<file path="config.mk">
export PLATFORM = sky130hd
export DESIGN_NAME = hll_cmd_queue
export DESIGN_NICKNAME = d
export VERILOG_FILES = /design/src/rtl/hll_pkg.sv /design/src/rtl/hll_cmd_queue.sv
export SDC_FILE = /design/constraint.sdc
export NUM_CORES = 1
export LEC_CHECK = 0
export BUFFER_PORTS_ARGS = -buffer_cell sky130_fd_sc_hd__clkbuf_2
export CORE_UTILIZATION = 50
export CTS_BUF_LIST = sky130_fd_sc_hd__clkbuf_16
export CTS_CLUSTER_SIZE = 24
export DETAILED_ROUTE_END_ITERATION = 8
export GPL_TIMING_DRIVEN = 0
export HOLD_SLACK_MARGIN = 0.06
export PLACE_DENSITY = 0.77
export REMOVE_ABC_BUFFERS = 1
export SLEW_MARGIN = 25
export SYNTH_ARGS = -nofsm -noshare
export SYNTH_HDL_FRONTEND = slang
export SYNTH_SLANG_ARGS = --single-unit
</file>
<file path="constraint.sdc">
create_clock -name clk -period 3.8 [get_ports clk]
set_clock_uncertainty 0.05 [all_clocks]
set_input_delay 0.76 -clock clk [delete_from_list [all_inputs] [get_ports clk]]
set_output_delay 0.76 -clock clk [all_outputs]
set_load 0.05 [all_outputs]
</file>
<file path="src/rtl/hll_pkg.sv">
// ----------------------------------------------------------------------------
// HyperLogLog sketch package
// Shared types and fixed constants for the sketch unit and its parts.
// ----------------------------------------------------------------------------
package hll_pkg;

  localparam int HASH_W   = 64;
  localparam int INDEX_W  = 14;
  localparam int VALUE_W  = 6;
  localparam int SUM_W    = 63;
  localparam int ZCNT_W   = 15;
  localparam int PREC_W   = 4;
  localparam int MIN_PREC = 4;

  localparam logic [PREC_W-1:0] PREC_RESET = 4'd14;
  localparam logic [SUM_W-1:0]  SUM_MAX    = '1;

  typedef enum logic [1:0] {
    OP_UPDATE = 2'd0,
    OP_MERGE  = 2'd1,
    OP_QUERY  = 2'd2,
    OP_CLEAR  = 2'd3
  } op_t;

  // Classified command as it sits in the queue (the index travels beside it).
  typedef struct packed {
    op_t               op;
    logic              err;
    logic [VALUE_W-1:0] val;
  } cmd_ctl_t;

  typedef struct packed {
    logic full;
    logic valid;
  } q_stat_t;

  typedef enum logic [2:0] {
    BK_INIT,
    BK_IDLE,
    BK_RMW,
    BK_QUERY,
    BK_QSUM,
    BK_CLEAR,
    BK_REPORT
  } bk_state_t;

endpackage

</file>
<file path="src/rtl/hll_cmd_queue.sv">
// ----------------------------------------------------------------------------
// HyperLogLog command queue
// Two-entry queue between the front end and the back end.
// ----------------------------------------------------------------------------
module hll_cmd_queue import hll_pkg::*; #(
  parameter int WIDTH = 23
) (
  input  logic             clk,
  input  logic             rst,
  input  logic             push,
  input  logic [WIDTH-1:0] push_data,
  input  logic             pop,
  output logic [WIDTH-1:0] pop_data,
  output q_stat_t          stat
);

  logic [WIDTH-1:0] slot [2];
  logic             wr_ptr;
  logic             rd_ptr;
  logic [1:0]       count;

  assign pop_data   = slot[rd_ptr];
  assign stat.full  = (count == 2'd2);
  assign stat.valid = (count != 2'd0);

  always_ff @(posedge clk) begin
    if (rst) begin
      wr_ptr <= 1'b0;
      rd_ptr <= 1'b0;
      count  <= 2'd0;
    end else begin
      if (push) begin
        wr_ptr <= ~wr_ptr;
      end
      if (pop) begin
        rd_ptr <= ~rd_ptr;
      end
      case ({push, pop})
        2'b10:   count <= count + 2'd1;
        2'b01:   count <= count - 2'd1;
        default: count <= count;
      endcase
    end
  end

  always_ff @(posedge clk) begin
    if (push) begin
      slot[wr_ptr] <= push_data;
    end
  end

endmodule

</file>
==> results of run 1 <==
==> path summary, 6_finish.rpt <==
path,from,endpoint,slack (ps),cells after the start
setup reg to reg,wr_ptr,slot[1][0],2410,1
hold reg to reg,count[1],count[1],460,2
setup / recovery,register,pop_data[15],1380,2
hold / removal,count[1],count[1],460,2
==> stage by stage <==
stage | setup WS (ps) | utilization [%] | hold WS (ps)
6_report | 1380 | 67.8 | 458
5_1_grt | 1300 | 67.8 | 503
4_1_cts | 990 | 67.8 | 469
3_5_place_dp | 1320 | 63.0 | 458
3_3_place_gp | 966 | 62.8 | 426
2_1_floorplan | 1560 | - | 406
==> power by group through the flow <==
stage / clock, mW / sequential [mW] / combinational, mW
global placement: 0 / 0.682 / 0.219
CTS: 0.490 / 0.674 / 0.225
finish: 0.477 / 0.673 / 0.222
global route: 0.507 / 0.678 / 0.236
detailed placement: 0 / 0.686 / 0.224
floorplan: 0 / 0.678 / 0.171
==> critical path, stage by stage (launching register included) <==
cell and delay (ps):
dfxtp_2 680, mux2_2 410, clkbuf_2 240
==> synthesized netlist by cell type <==
| cell | count |
|---|---|
| or2_2 | 1 |
| buf_2 | 2 |
| nor2_1 | 5 |
| edfxtp_1 | 46 |
| dfxtp_1 | 5 |
| and2b_2 | 1 |
| and2_1 | 1 |
| ha_1 | 1 |
| a21oi_1 | 1 |
| mux2_2 | 23 |
| inv_1 | 1 |
| o21ai_0 | 1 |
| or3_1 | 1 |
| xnor2_1 | 3 |
| xor2_1 | 1 |
==> per-layer routing <==
metal,GRT usage (%),vias to the layer above
met4,6.98,0
met5,0,-
met3,5.29,2
met1,19.4,471
met2,28.4,38
li1,-,464
==> kinds of logic after synthesis <==
logic type | count (synthesis)
buffers and inverters | 3
flip-flops | 51
AND/OR/NAND/NOR | 9
XOR/XNOR | 4
AO/OA/AOI/OAI | 2
adder cells (fa/ha/maj) | 1
multiplexers | 23
==> layout by cell type (no fill, tap or decap), types with 3 or more instances in the layout <==
cell type and n:
xnor2_1 3, mux2_2 23, clkbuf_2 51, nor2_1 4, edfxtp_1 46, clkbuf_16 5, dfxtp_1 4
==> layout make-up <==
| type | instances | area [um2] |
|---|---|---|
| clock inverters | 3 | 38.8 |
| inverters | 1 | 3.75 |
| multi-input cells | 39 | 372 |
| flip-flops and latches | 51 | 1480 |
| repair buffers | 51 | 255 |
| fillers | 249 | 1110 |
| well taps | 46 | 57.6 |
| clock buffers | 5 | 125 |
==> sequential cells by signal, indices dropped and copies added (netlist names), named ones only <==
name,count
count,2
rd_ptr,1
slot,46
wr_ptr,1
==> metrics.md, run 1 <==
| Metric | Value |
|---|---|
| Hold WC Path Type | register to register |
| WL met1 | 1140 um |
| Fmax achieved | 413 MHz |
| Combinational share of power | 16.2% |
| Initial antenna violation count | 0 |
| GPL Wtd Cong | 0.582 |
| # DRC | 0 |
| Boundary pin count | 52 |
| H-tree depth | 2 |
| N_diodes | 0 |
| GRT Util Overall | 16.7% |
| Fin Setup TNS | 0 ps |
| Site Rows | 21 |
| Net Switching | 348 uW |
| Routed Antenna Nets | 0 |
| Nets@finish | 177 |
| Power per cell area | 588 nW/um2 |
| Die Wd | 63.0 um |
| Largest net degree at the start of global routing | 24 |
| Clock share of power | 34.8% |
| Wire length of the first global-routing pass | 4780 um |
| CP Launch Type | register |
| Yosys reg bits | 51 |
| Multiplexer area fraction after synthesis | 13.9% |
| Finished Layout Cells | 196 |
| Synth Area in Simple Gates | 2.49% |
| DRT Pass-1 Iters | 4 |
| Clk sinks | 51 |
| Internal power | 1.03 mW |
| Crit. End Element | output pin |
| Xor-xnor portion of the synthesized cell area | 1.89% |
| Clk root buf | clkbuf_16 |
| Worst Path Arrival | 1610 ps |
| RSZ-0062 raised after global routing | false |
| Synth area leader | edfxtp_1 |
| Clock Latency Late Sink | 280 ps |
| Hold buffer count at CTS | 0 |
| Die area | 3960 um2 |
| Clock-pin slew on the worst setup and hold paths | 60 ps |
| Synth top area share | 74.3% |
| Die height | 63.0 um |
| Post-Syn Area | 1860 um2 |
| Dpl cells | 188 |
| Least-Margin Pin Slew | 668 ps |
| Synth area leaders | edfxtp_1 (74%), mux2_2 (14%), dfxtp_1 (5.4%), xnor2_1 (1.4%), nor2_1 (1.0%) |
| Top Layer Used | met4 |
| Synthesized instance count | 93 |
| Endpoints failing hold | 0 |
| Initial core utilization | 54.0% |
| Core Region | 3440 um2 |
| Syn-to-layout area delta | 25.7% |
| Final min period | 2420 ps |
| DR vias | 975 |
| Wire per inst | 14.8 um |
| Lkg Pwr | 0.905 nW |
| Final period util | 63.8% |
| Port bufs | 51 |
| Design Area, Final | 2330 um2 |
| Largest family of logic cells by synthesized area | multiplexers |
| Final setup viols | 0 |
| Sw frac | 25.3% |
| Status | completed |
| Vias per cell | 4.97 |
| Layout cell share with drive strength beyond 1 | 57.3% |
| Setup bufs post-CTS | 0 |
| WL met3 | 169 um |
| Sequential Power Share | 49.0% |
| Seq/Total Area, Yosys | 79.7% |
| Critical path required time | 2990 ps |
| Synth unique cells | 15 |
| 1st-iter DRT viols | 37 |
| CTS buffer count | 5 |
| Vias in the first global route | 978 |
| Max-Cap Viols | 0 |
| Synth warnings | 0 |
| Worst-path fanout max | 23 |
| GRT overflow | 0 |
| Met2 routed WL | 1570 um |
| Power Total | 1.37 mW |
| Final HPWL DP | 1950 um |
| CTS tree | built |
| WS Path Type | register to output pin |
| Pins Over Slew Limit | 0 |
| Final WL | 2900 um |
| Rel. slew slack | 55.4% |
| VDD IR max | 0.400 mV |
| Clock buffer depth | 2 |
| Synth Area in Compound Gates | 0.539% |
| Synth Area per Inst | 20.0 um2 |
| CTS resizes | 0 |
| Adder-Cell Fraction of Synth Area | 0.673% |
| Area after DPL | 2170 um2 |
Note: power is estimated with default switching activity, not from simulation.
==> inputs of run 2 (changes only) <==
==> constraint.sdc (replaced) <==
create_clock -name clk -period 2.23 [get_ports clk]
set_clock_uncertainty 0.05 [all_clocks]
set_input_delay 0.446 -clock clk [delete_from_list [all_inputs] [get_ports clk]]
set_output_delay 0.446 -clock clk [all_outputs]
set_load 0.05 [all_outputs]
==> run 2 against run 1 <==
Effect of this change: worst setup slack worse by 1300 ps; sequential share of layout area is the same; first-iteration DRC count up 19%; core utilization unchanged; critical endpoint unchanged; worst hold slack worse by 150 ps; sequential cell count unchanged; final area unchanged.
==> metrics.md, run 2 (same netlist as run 1, synthesis figures left out) <==
| Metric | Value |
|---|---|
| Core Region | 3440 um2 (unchanged) |
| Fmax achieved | 473 MHz |
| Final HPWL DP | 1950 um (unchanged) |
| DRT Pass-1 Iters | 4 (unchanged) |
| Crit. End Element | output pin (unchanged) |
| Boundary pin count | 52 (unchanged) |
| Power Total | 2.34 mW (was 1.37 mW) |
| Final worst slack | 118 ps (was 1380 ps) |
| 1st-iter DRT viols | 44 (was 37) |
| GRT Util Overall | 16.7% (about the same) |
| Worst-path fanout max | 23 (unchanged) |
| Vias in the first global route | 965 (was 978) |
| Final min period | 2110 ps |
| GPL Wtd Cong | 0.582 (unchanged) |
| Commonest non-fill, non-tap cell in the layout | clkbuf_2 (unchanged) |
| Least-Margin Pin Slew | 668 ps (about the same) |
| Layout fillers | 249 (unchanged) |
| Final setup viols | 0 (unchanged) |
| DR vias | 967 (was 975) |
| N_diodes | 0 (unchanged) |
| Largest register FFs | 46 (unchanged) |
| Multi-input logic area | 372 um2 (unchanged) |
| GRT overflow | 0 (unchanged) |
| Vias per cell | 4.93 (was 4.97) |
| CTS buffer count | 5 (unchanged) |
| WS Path Type | register to output pin (unchanged) |
| Syn-to-layout area delta | 25.7% (unchanged) |
| Pre-CTS WS | 60.5 ps (was 1320 ps) |
| Power per cell area | 1000 nW/um2 (was 588 nW/um2) |
| Max-Cap Viols | 0 (unchanged) |
| Hold path cells | 1 (was 2) |
| Sw frac | 25.3% (about the same) |
| Clk sinks | 51 (unchanged) |
| Pins Over Slew Limit | 0 (unchanged) |
| H-tree depth | 2 (unchanged) |
| Clock-pin slew on the worst setup and hold paths | 60 ps (about the same) |
| Critical path required time | 1730 ps (was 2990 ps) |
| CTS tree | built (unchanged) |
| Internal power | 1.75 mW (was 1.03 mW) |
| Die area | 3960 um2 (unchanged) |
| Sequential Power Share | 49.1% (was 49.0%) |
| Wire length of the first global-routing pass | 4770 um (was 4780 um) |
| Design Area, Final | 2330 um2 (unchanged) |
| Routed Antenna Nets | 0 (unchanged) |
| Clock buffer depth | 2 (unchanged) |
| Final WL | 2910 um (was 2900 um) |
| # DRC | 0 (unchanged) |
| Rel. slew slack | 55.3% (was 55.4%) |
| Register area | 1480 um2 (unchanged) |
| Clock share of power | 34.7% (was 34.8%) |
| Hold WC Path Type | input pin to register (was register to register) |
| Wire per inst | 14.8 um (about the same) |
| Final period util | 94.7% |
| Site Rows | 21 (unchanged) |
| VDD IR max | 0.680 mV (was 0.400 mV) |
| Combinational share of power | 16.2% (about the same) |
| Final core occ | 67.8% (unchanged) |
| Die height | 63.0 um (unchanged) |
| Area after DPL | 2170 um2 (unchanged) |
| Initial core utilization | 54.0% (unchanged) |
| Worst Path Arrival | 1620 ps (was 1610 ps) |
| Most flop-heavy register | slot (unchanged) |
| Setup bufs post-CTS | 0 (unchanged) |
| Status | completed (unchanged) |
| Worst Reg-to-Reg Cells | 1 (unchanged) |
| Nets@finish | 177 (unchanged) |
| Layout cell share with drive strength beyond 1 | 57.3% (unchanged) |
| Most frequent cells in the layout | clkbuf_2 (51), edfxtp_1 (46), mux2_2 (23) (unchanged) |
| Top flop regs | slot (46), count (2) (unchanged) |
| Net Switching | 591 uW (was 348 uW) |
| Initial antenna violation count | 0 (unchanged) |
| CP Launch Type | register (unchanged) |
| RSZ-0062 raised after global routing | false (unchanged) |
| Clk root buf | clkbuf_16 (unchanged) |
| Lkg Pwr | 0.905 nW (unchanged) |
| Largest net degree at the start of global routing | 24 (unchanged) |
| Endpoints failing hold | 0 (unchanged) |
| Port bufs | 51 (unchanged) |
| Fin Setup TNS | 0 ps (unchanged) |
| Die Wd | 63.0 um (unchanged) |
| Clock Latency Late Sink | 280 ps (about the same) |
## run 2: metrics by stage
stage / std cells / hold slack (ps)
3_3_place_gp: 188 / 426
6_report: 196 / 304
2_1_floorplan: 91 / 406
4_1_cts: 196 / 298
3_5_place_dp: 188 / 458
5_1_grt: 196 / 299
## run 2: worst paths after layout
path / end / start / slack, ps
max: pop_data[15] / register / 120
min: slot[1][7] / push_data[7] / 300
max reg2reg: slot[1][2] / wr_ptr / 840
min reg2reg: count[1] / count[1] / 460
## run 2: critical path: stages, from the launching register on
cell      delay [ps]
dfxtp_2          690
mux2_2           410
clkbuf_2         240
## run 2: repair_timing
action	in CTS	in global routing
gates resized for setup	1	0
hold buffers	0	0
setup endpoints to repair	23	0
## run 2: metal layers
layer	GRT usage [%]	vias up	wire, um	share of wire (%)
met5	0	-	0	0
met3	5.29	2	159	5.5
met2	28.4	35	1580	54
li1	-	465	-	-
met1	19.5	465	1140	39
met4	6.98	0	22	0.76
## run 2: power by group through the flow
stage	clock, mW	combinational, mW	sequential [mW]
2_1_floorplan	0	0.292	1.16
3_3_place_gp	0	0.373	1.16
3_5_place_dp	0	0.381	1.17
4_1_cts	0.835	0.383	1.15
5_1_grt	0.864	0.402	1.15
6_report	0.812	0.379	1.15
## run 2: cell type report
class	count	share of cell area, %
flip-flops and latches	51	63.5
multi-input cells	39	15.9
repair buffers	51	10.9
well taps	46	2.47
clock buffers	5	5.36
clock inverters	3	1.66
inverters	1	0.161
==> inputs of run 3 (changes only) <==
--- a/config.mk
+++ b/config.mk
@@ -12,8 +12,7 @@
 export DETAILED_ROUTE_END_ITERATION = 8
 export GPL_TIMING_DRIVEN = 0
 export HOLD_SLACK_MARGIN = 0.06
-export PLACE_DENSITY = 0.77
-export REMOVE_ABC_BUFFERS = 1
+export PLACE_DENSITY_LB_ADDON = 0.05
 export SLEW_MARGIN = 25
 export SYNTH_ARGS = -nofsm -noshare
 export SYNTH_HDL_FRONTEND = slang
==> run 3 against run 2 <==
Effect of this change: final area is 0.64% lower; total power is 4.6% lower; clock power fell by 13%; sequential cell count did not move; critical path depth increased by 1; register-to-register slack better by 20 ps; global-route usage down 1.5 points; critical endpoint is now pop_data[0]; final cell count grew 1.0%; largest power group unchanged.
==> metrics.md, run 3 (same netlist as run 1, synthesis figures left out) <==
| Metric | Value |
|---|---|
| Clk sinks | 51 (unchanged) |
| Most flop-heavy register | slot (unchanged) |
| CP Launch Type | register (unchanged) |
| Max-Cap Viols | 0 (unchanged) |
| Vias per cell | 4.81 (was 4.93) |
| GPL Wtd Cong | 0.631 (was 0.582) |
| Internal power | 1.64 mW (was 1.75 mW) |
| Setup bufs post-CTS | 0 (unchanged) |
| Hold path cells | 1 (unchanged) |
| VDD IR max | 0.617 mV (was 0.680 mV) |
| Syn-to-layout area delta | 24.8% (was 25.7%) |
| Met2 routed WL | 1410 um (was 1580 um) |
| Clock Latency Late Sink | 280 ps (about the same) |
| Largest net degree at the start of global routing | 24 (unchanged) |
| Hold WC Path Type | input pin to register (unchanged) |
| Clk root buf | clkbuf_16 (unchanged) |
| Layout cell share with drive strength beyond 1 | 57.9% (was 57.3%) |
| Fmax achieved | 479 MHz (was 473 MHz) |
| DR vias | 952 (was 967) |
| Core Region | 3440 um2 (unchanged) |
| CTS buffer count | 5 (unchanged) |
| Final period util | 93.6% (was 94.7%) |
| Critical path required time | 1730 ps (about the same) |
| Top flop regs | slot (46), count (2) (unchanged) |
| WL met3 | 105 um (was 159 um) |
| CTS resizes | 0 (was 1) |
| H-tree depth | 2 (unchanged) |
| Fin Setup TNS | 0 ps (unchanged) |
| GRT overflow | 0 (unchanged) |
| Worst Reg-to-Reg Cells | 1 (unchanged) |
| Wire per inst | 13.7 um (was 14.8 um) |
| Most frequent cells in the layout | clkbuf_2 (51), edfxtp_1 (46), mux2_2 (23) (unchanged) |
| Least-Margin Pin Slew | 645 ps (was 668 ps) |
| RSZ-0062 raised after global routing | false (unchanged) |
| Site Rows | 21 (unchanged) |
| Nets@finish | 179 (was 177) |
| WL met1 | 1140 um (about the same) |
| Combinational share of power | 17.6% (was 16.2%) |
| Sequential Power Share | 50.8% (was 49.1%) |
| Hold buffer count at CTS | 0 (unchanged) |
| Worst-path fanout max | 10 (was 23) |
| Pins Over Slew Limit | 0 (unchanged) |
| Lkg Pwr | 0.906 nW (was 0.905 nW) |
| 1st-iter DRT viols | 17 (was 44) |
| Status | completed (unchanged) |
| Vias in the first global route | 957 (was 965) |
| GRT Util Overall | 15.2% (was 16.7%) |
| Final min period | 2090 ps (was 2110 ps) |
| Commonest non-fill, non-tap cell in the layout | clkbuf_2 (unchanged) |
| CTS tree | built (unchanged) |
| Sw frac | 26.7% (was 25.3%) |
| Power per cell area | 962 nW/um2 (was 1000 nW/um2) |
| Layout fillers | 257 (was 249) |
| Clock share of power | 31.6% (was 34.7%) |
| Syn nets | 121 |
| Largest register FFs | 46 (unchanged) |
| WS Path Type | register to output pin (unchanged) |
| Final setup viols | 0 (unchanged) |
| Top Layer Used | met4 (unchanged) |
| Rel. slew slack | 56.9% (was 55.3%) |
| Port bufs | 51 (unchanged) |
| Endpoints failing hold | 0 (unchanged) |
| DRT Pass-1 Iters | 4 (unchanged) |
| Routed Antenna Nets | 0 (unchanged) |
| # DRC | 0 (unchanged) |
| Boundary pin count | 52 (unchanged) |
| Clock-pin slew on the worst setup and hold paths | 60 ps (about the same) |
| Worst Path Arrival | 1590 ps (was 1620 ps) |
| Initial antenna violation count | 0 (unchanged) |
| Die area | 3960 um2 (unchanged) |
| Net Switching | 596 uW (was 591 uW) |
| N_diodes | 0 (unchanged) |
| Die height | 63.0 um (unchanged) |
| Crit. End Element | output pin (unchanged) |
| Initial core utilization | 54.0% (unchanged) |
| Final WL | 2710 um (was 2910 um) |
| Die Wd | 63.0 um (unchanged) |
| Final core occ | 67.4% (was 67.8%) |
| Clock buffer depth | 2 (unchanged) |
| Power Total | 2.23 mW (was 2.34 mW) |
| Wire length of the first global-routing pass | 4330 um (was 4770 um) |
==> run 3: through the flow <==
stage	std cells	worst slack (ps)	hold slack [ps]	cell area (um2)
6_report	198	142	303	2320
5_1_grt	198	61.8	295	2320
4_1_cts	198	110	297	2320
3_5_place_dp	190	357	452	2180
3_3_place_gp	190	-314	424	2170
2_1_floorplan	93	302	406	1860
==> run 3: power groups by stage <==
stage                     combinational, mW  clock (mW)  sequential (mW)
after floorplan                       0.304           0             1.15
after global placement                0.389           0             1.15
after detailed placement              0.395           0             1.15
after CTS                             0.398       0.721             1.13
after global routing                  0.416       0.754             1.14
final                                 0.393       0.705             1.13
==> run 3: worst paths after layout <==
path	slack, ps	startpoint	to
worst max-delay path	140	register	pop_data[0]
worst min register to register	460	count[1]	count[1]
worst max register to register	860	wr_ptr	slot[1][8]
worst min-delay path	300	push_data[4]	slot[0][4]
==> run 3: area by class of cell <==
cell class	instances	area [um2]	share of cell area, %
flip-flops and latches	51	1480	63.9
multi-input cells	39	372	16.0
repair buffers	51	255	11.0
clock buffers	5	125	5.39
well taps	46	57.6	2.48
clock inverters	3	15.0	0.647
plain buffers	2	10.0	0.432
inverters	1	3.75	0.162
==> run 3: critical path: stages, from the launching register on <==
cell      delay, ps
dfxtp_1         400
buf_2           290
mux2_2          380
clkbuf_2        240
==> run 3: metal layers <==
layer  GRT usage (%)  vias up
met3            4.20        4
met2            26.1       29
met5               0        -
met4            7.85        0
met1            17.2      449
li1                -      470
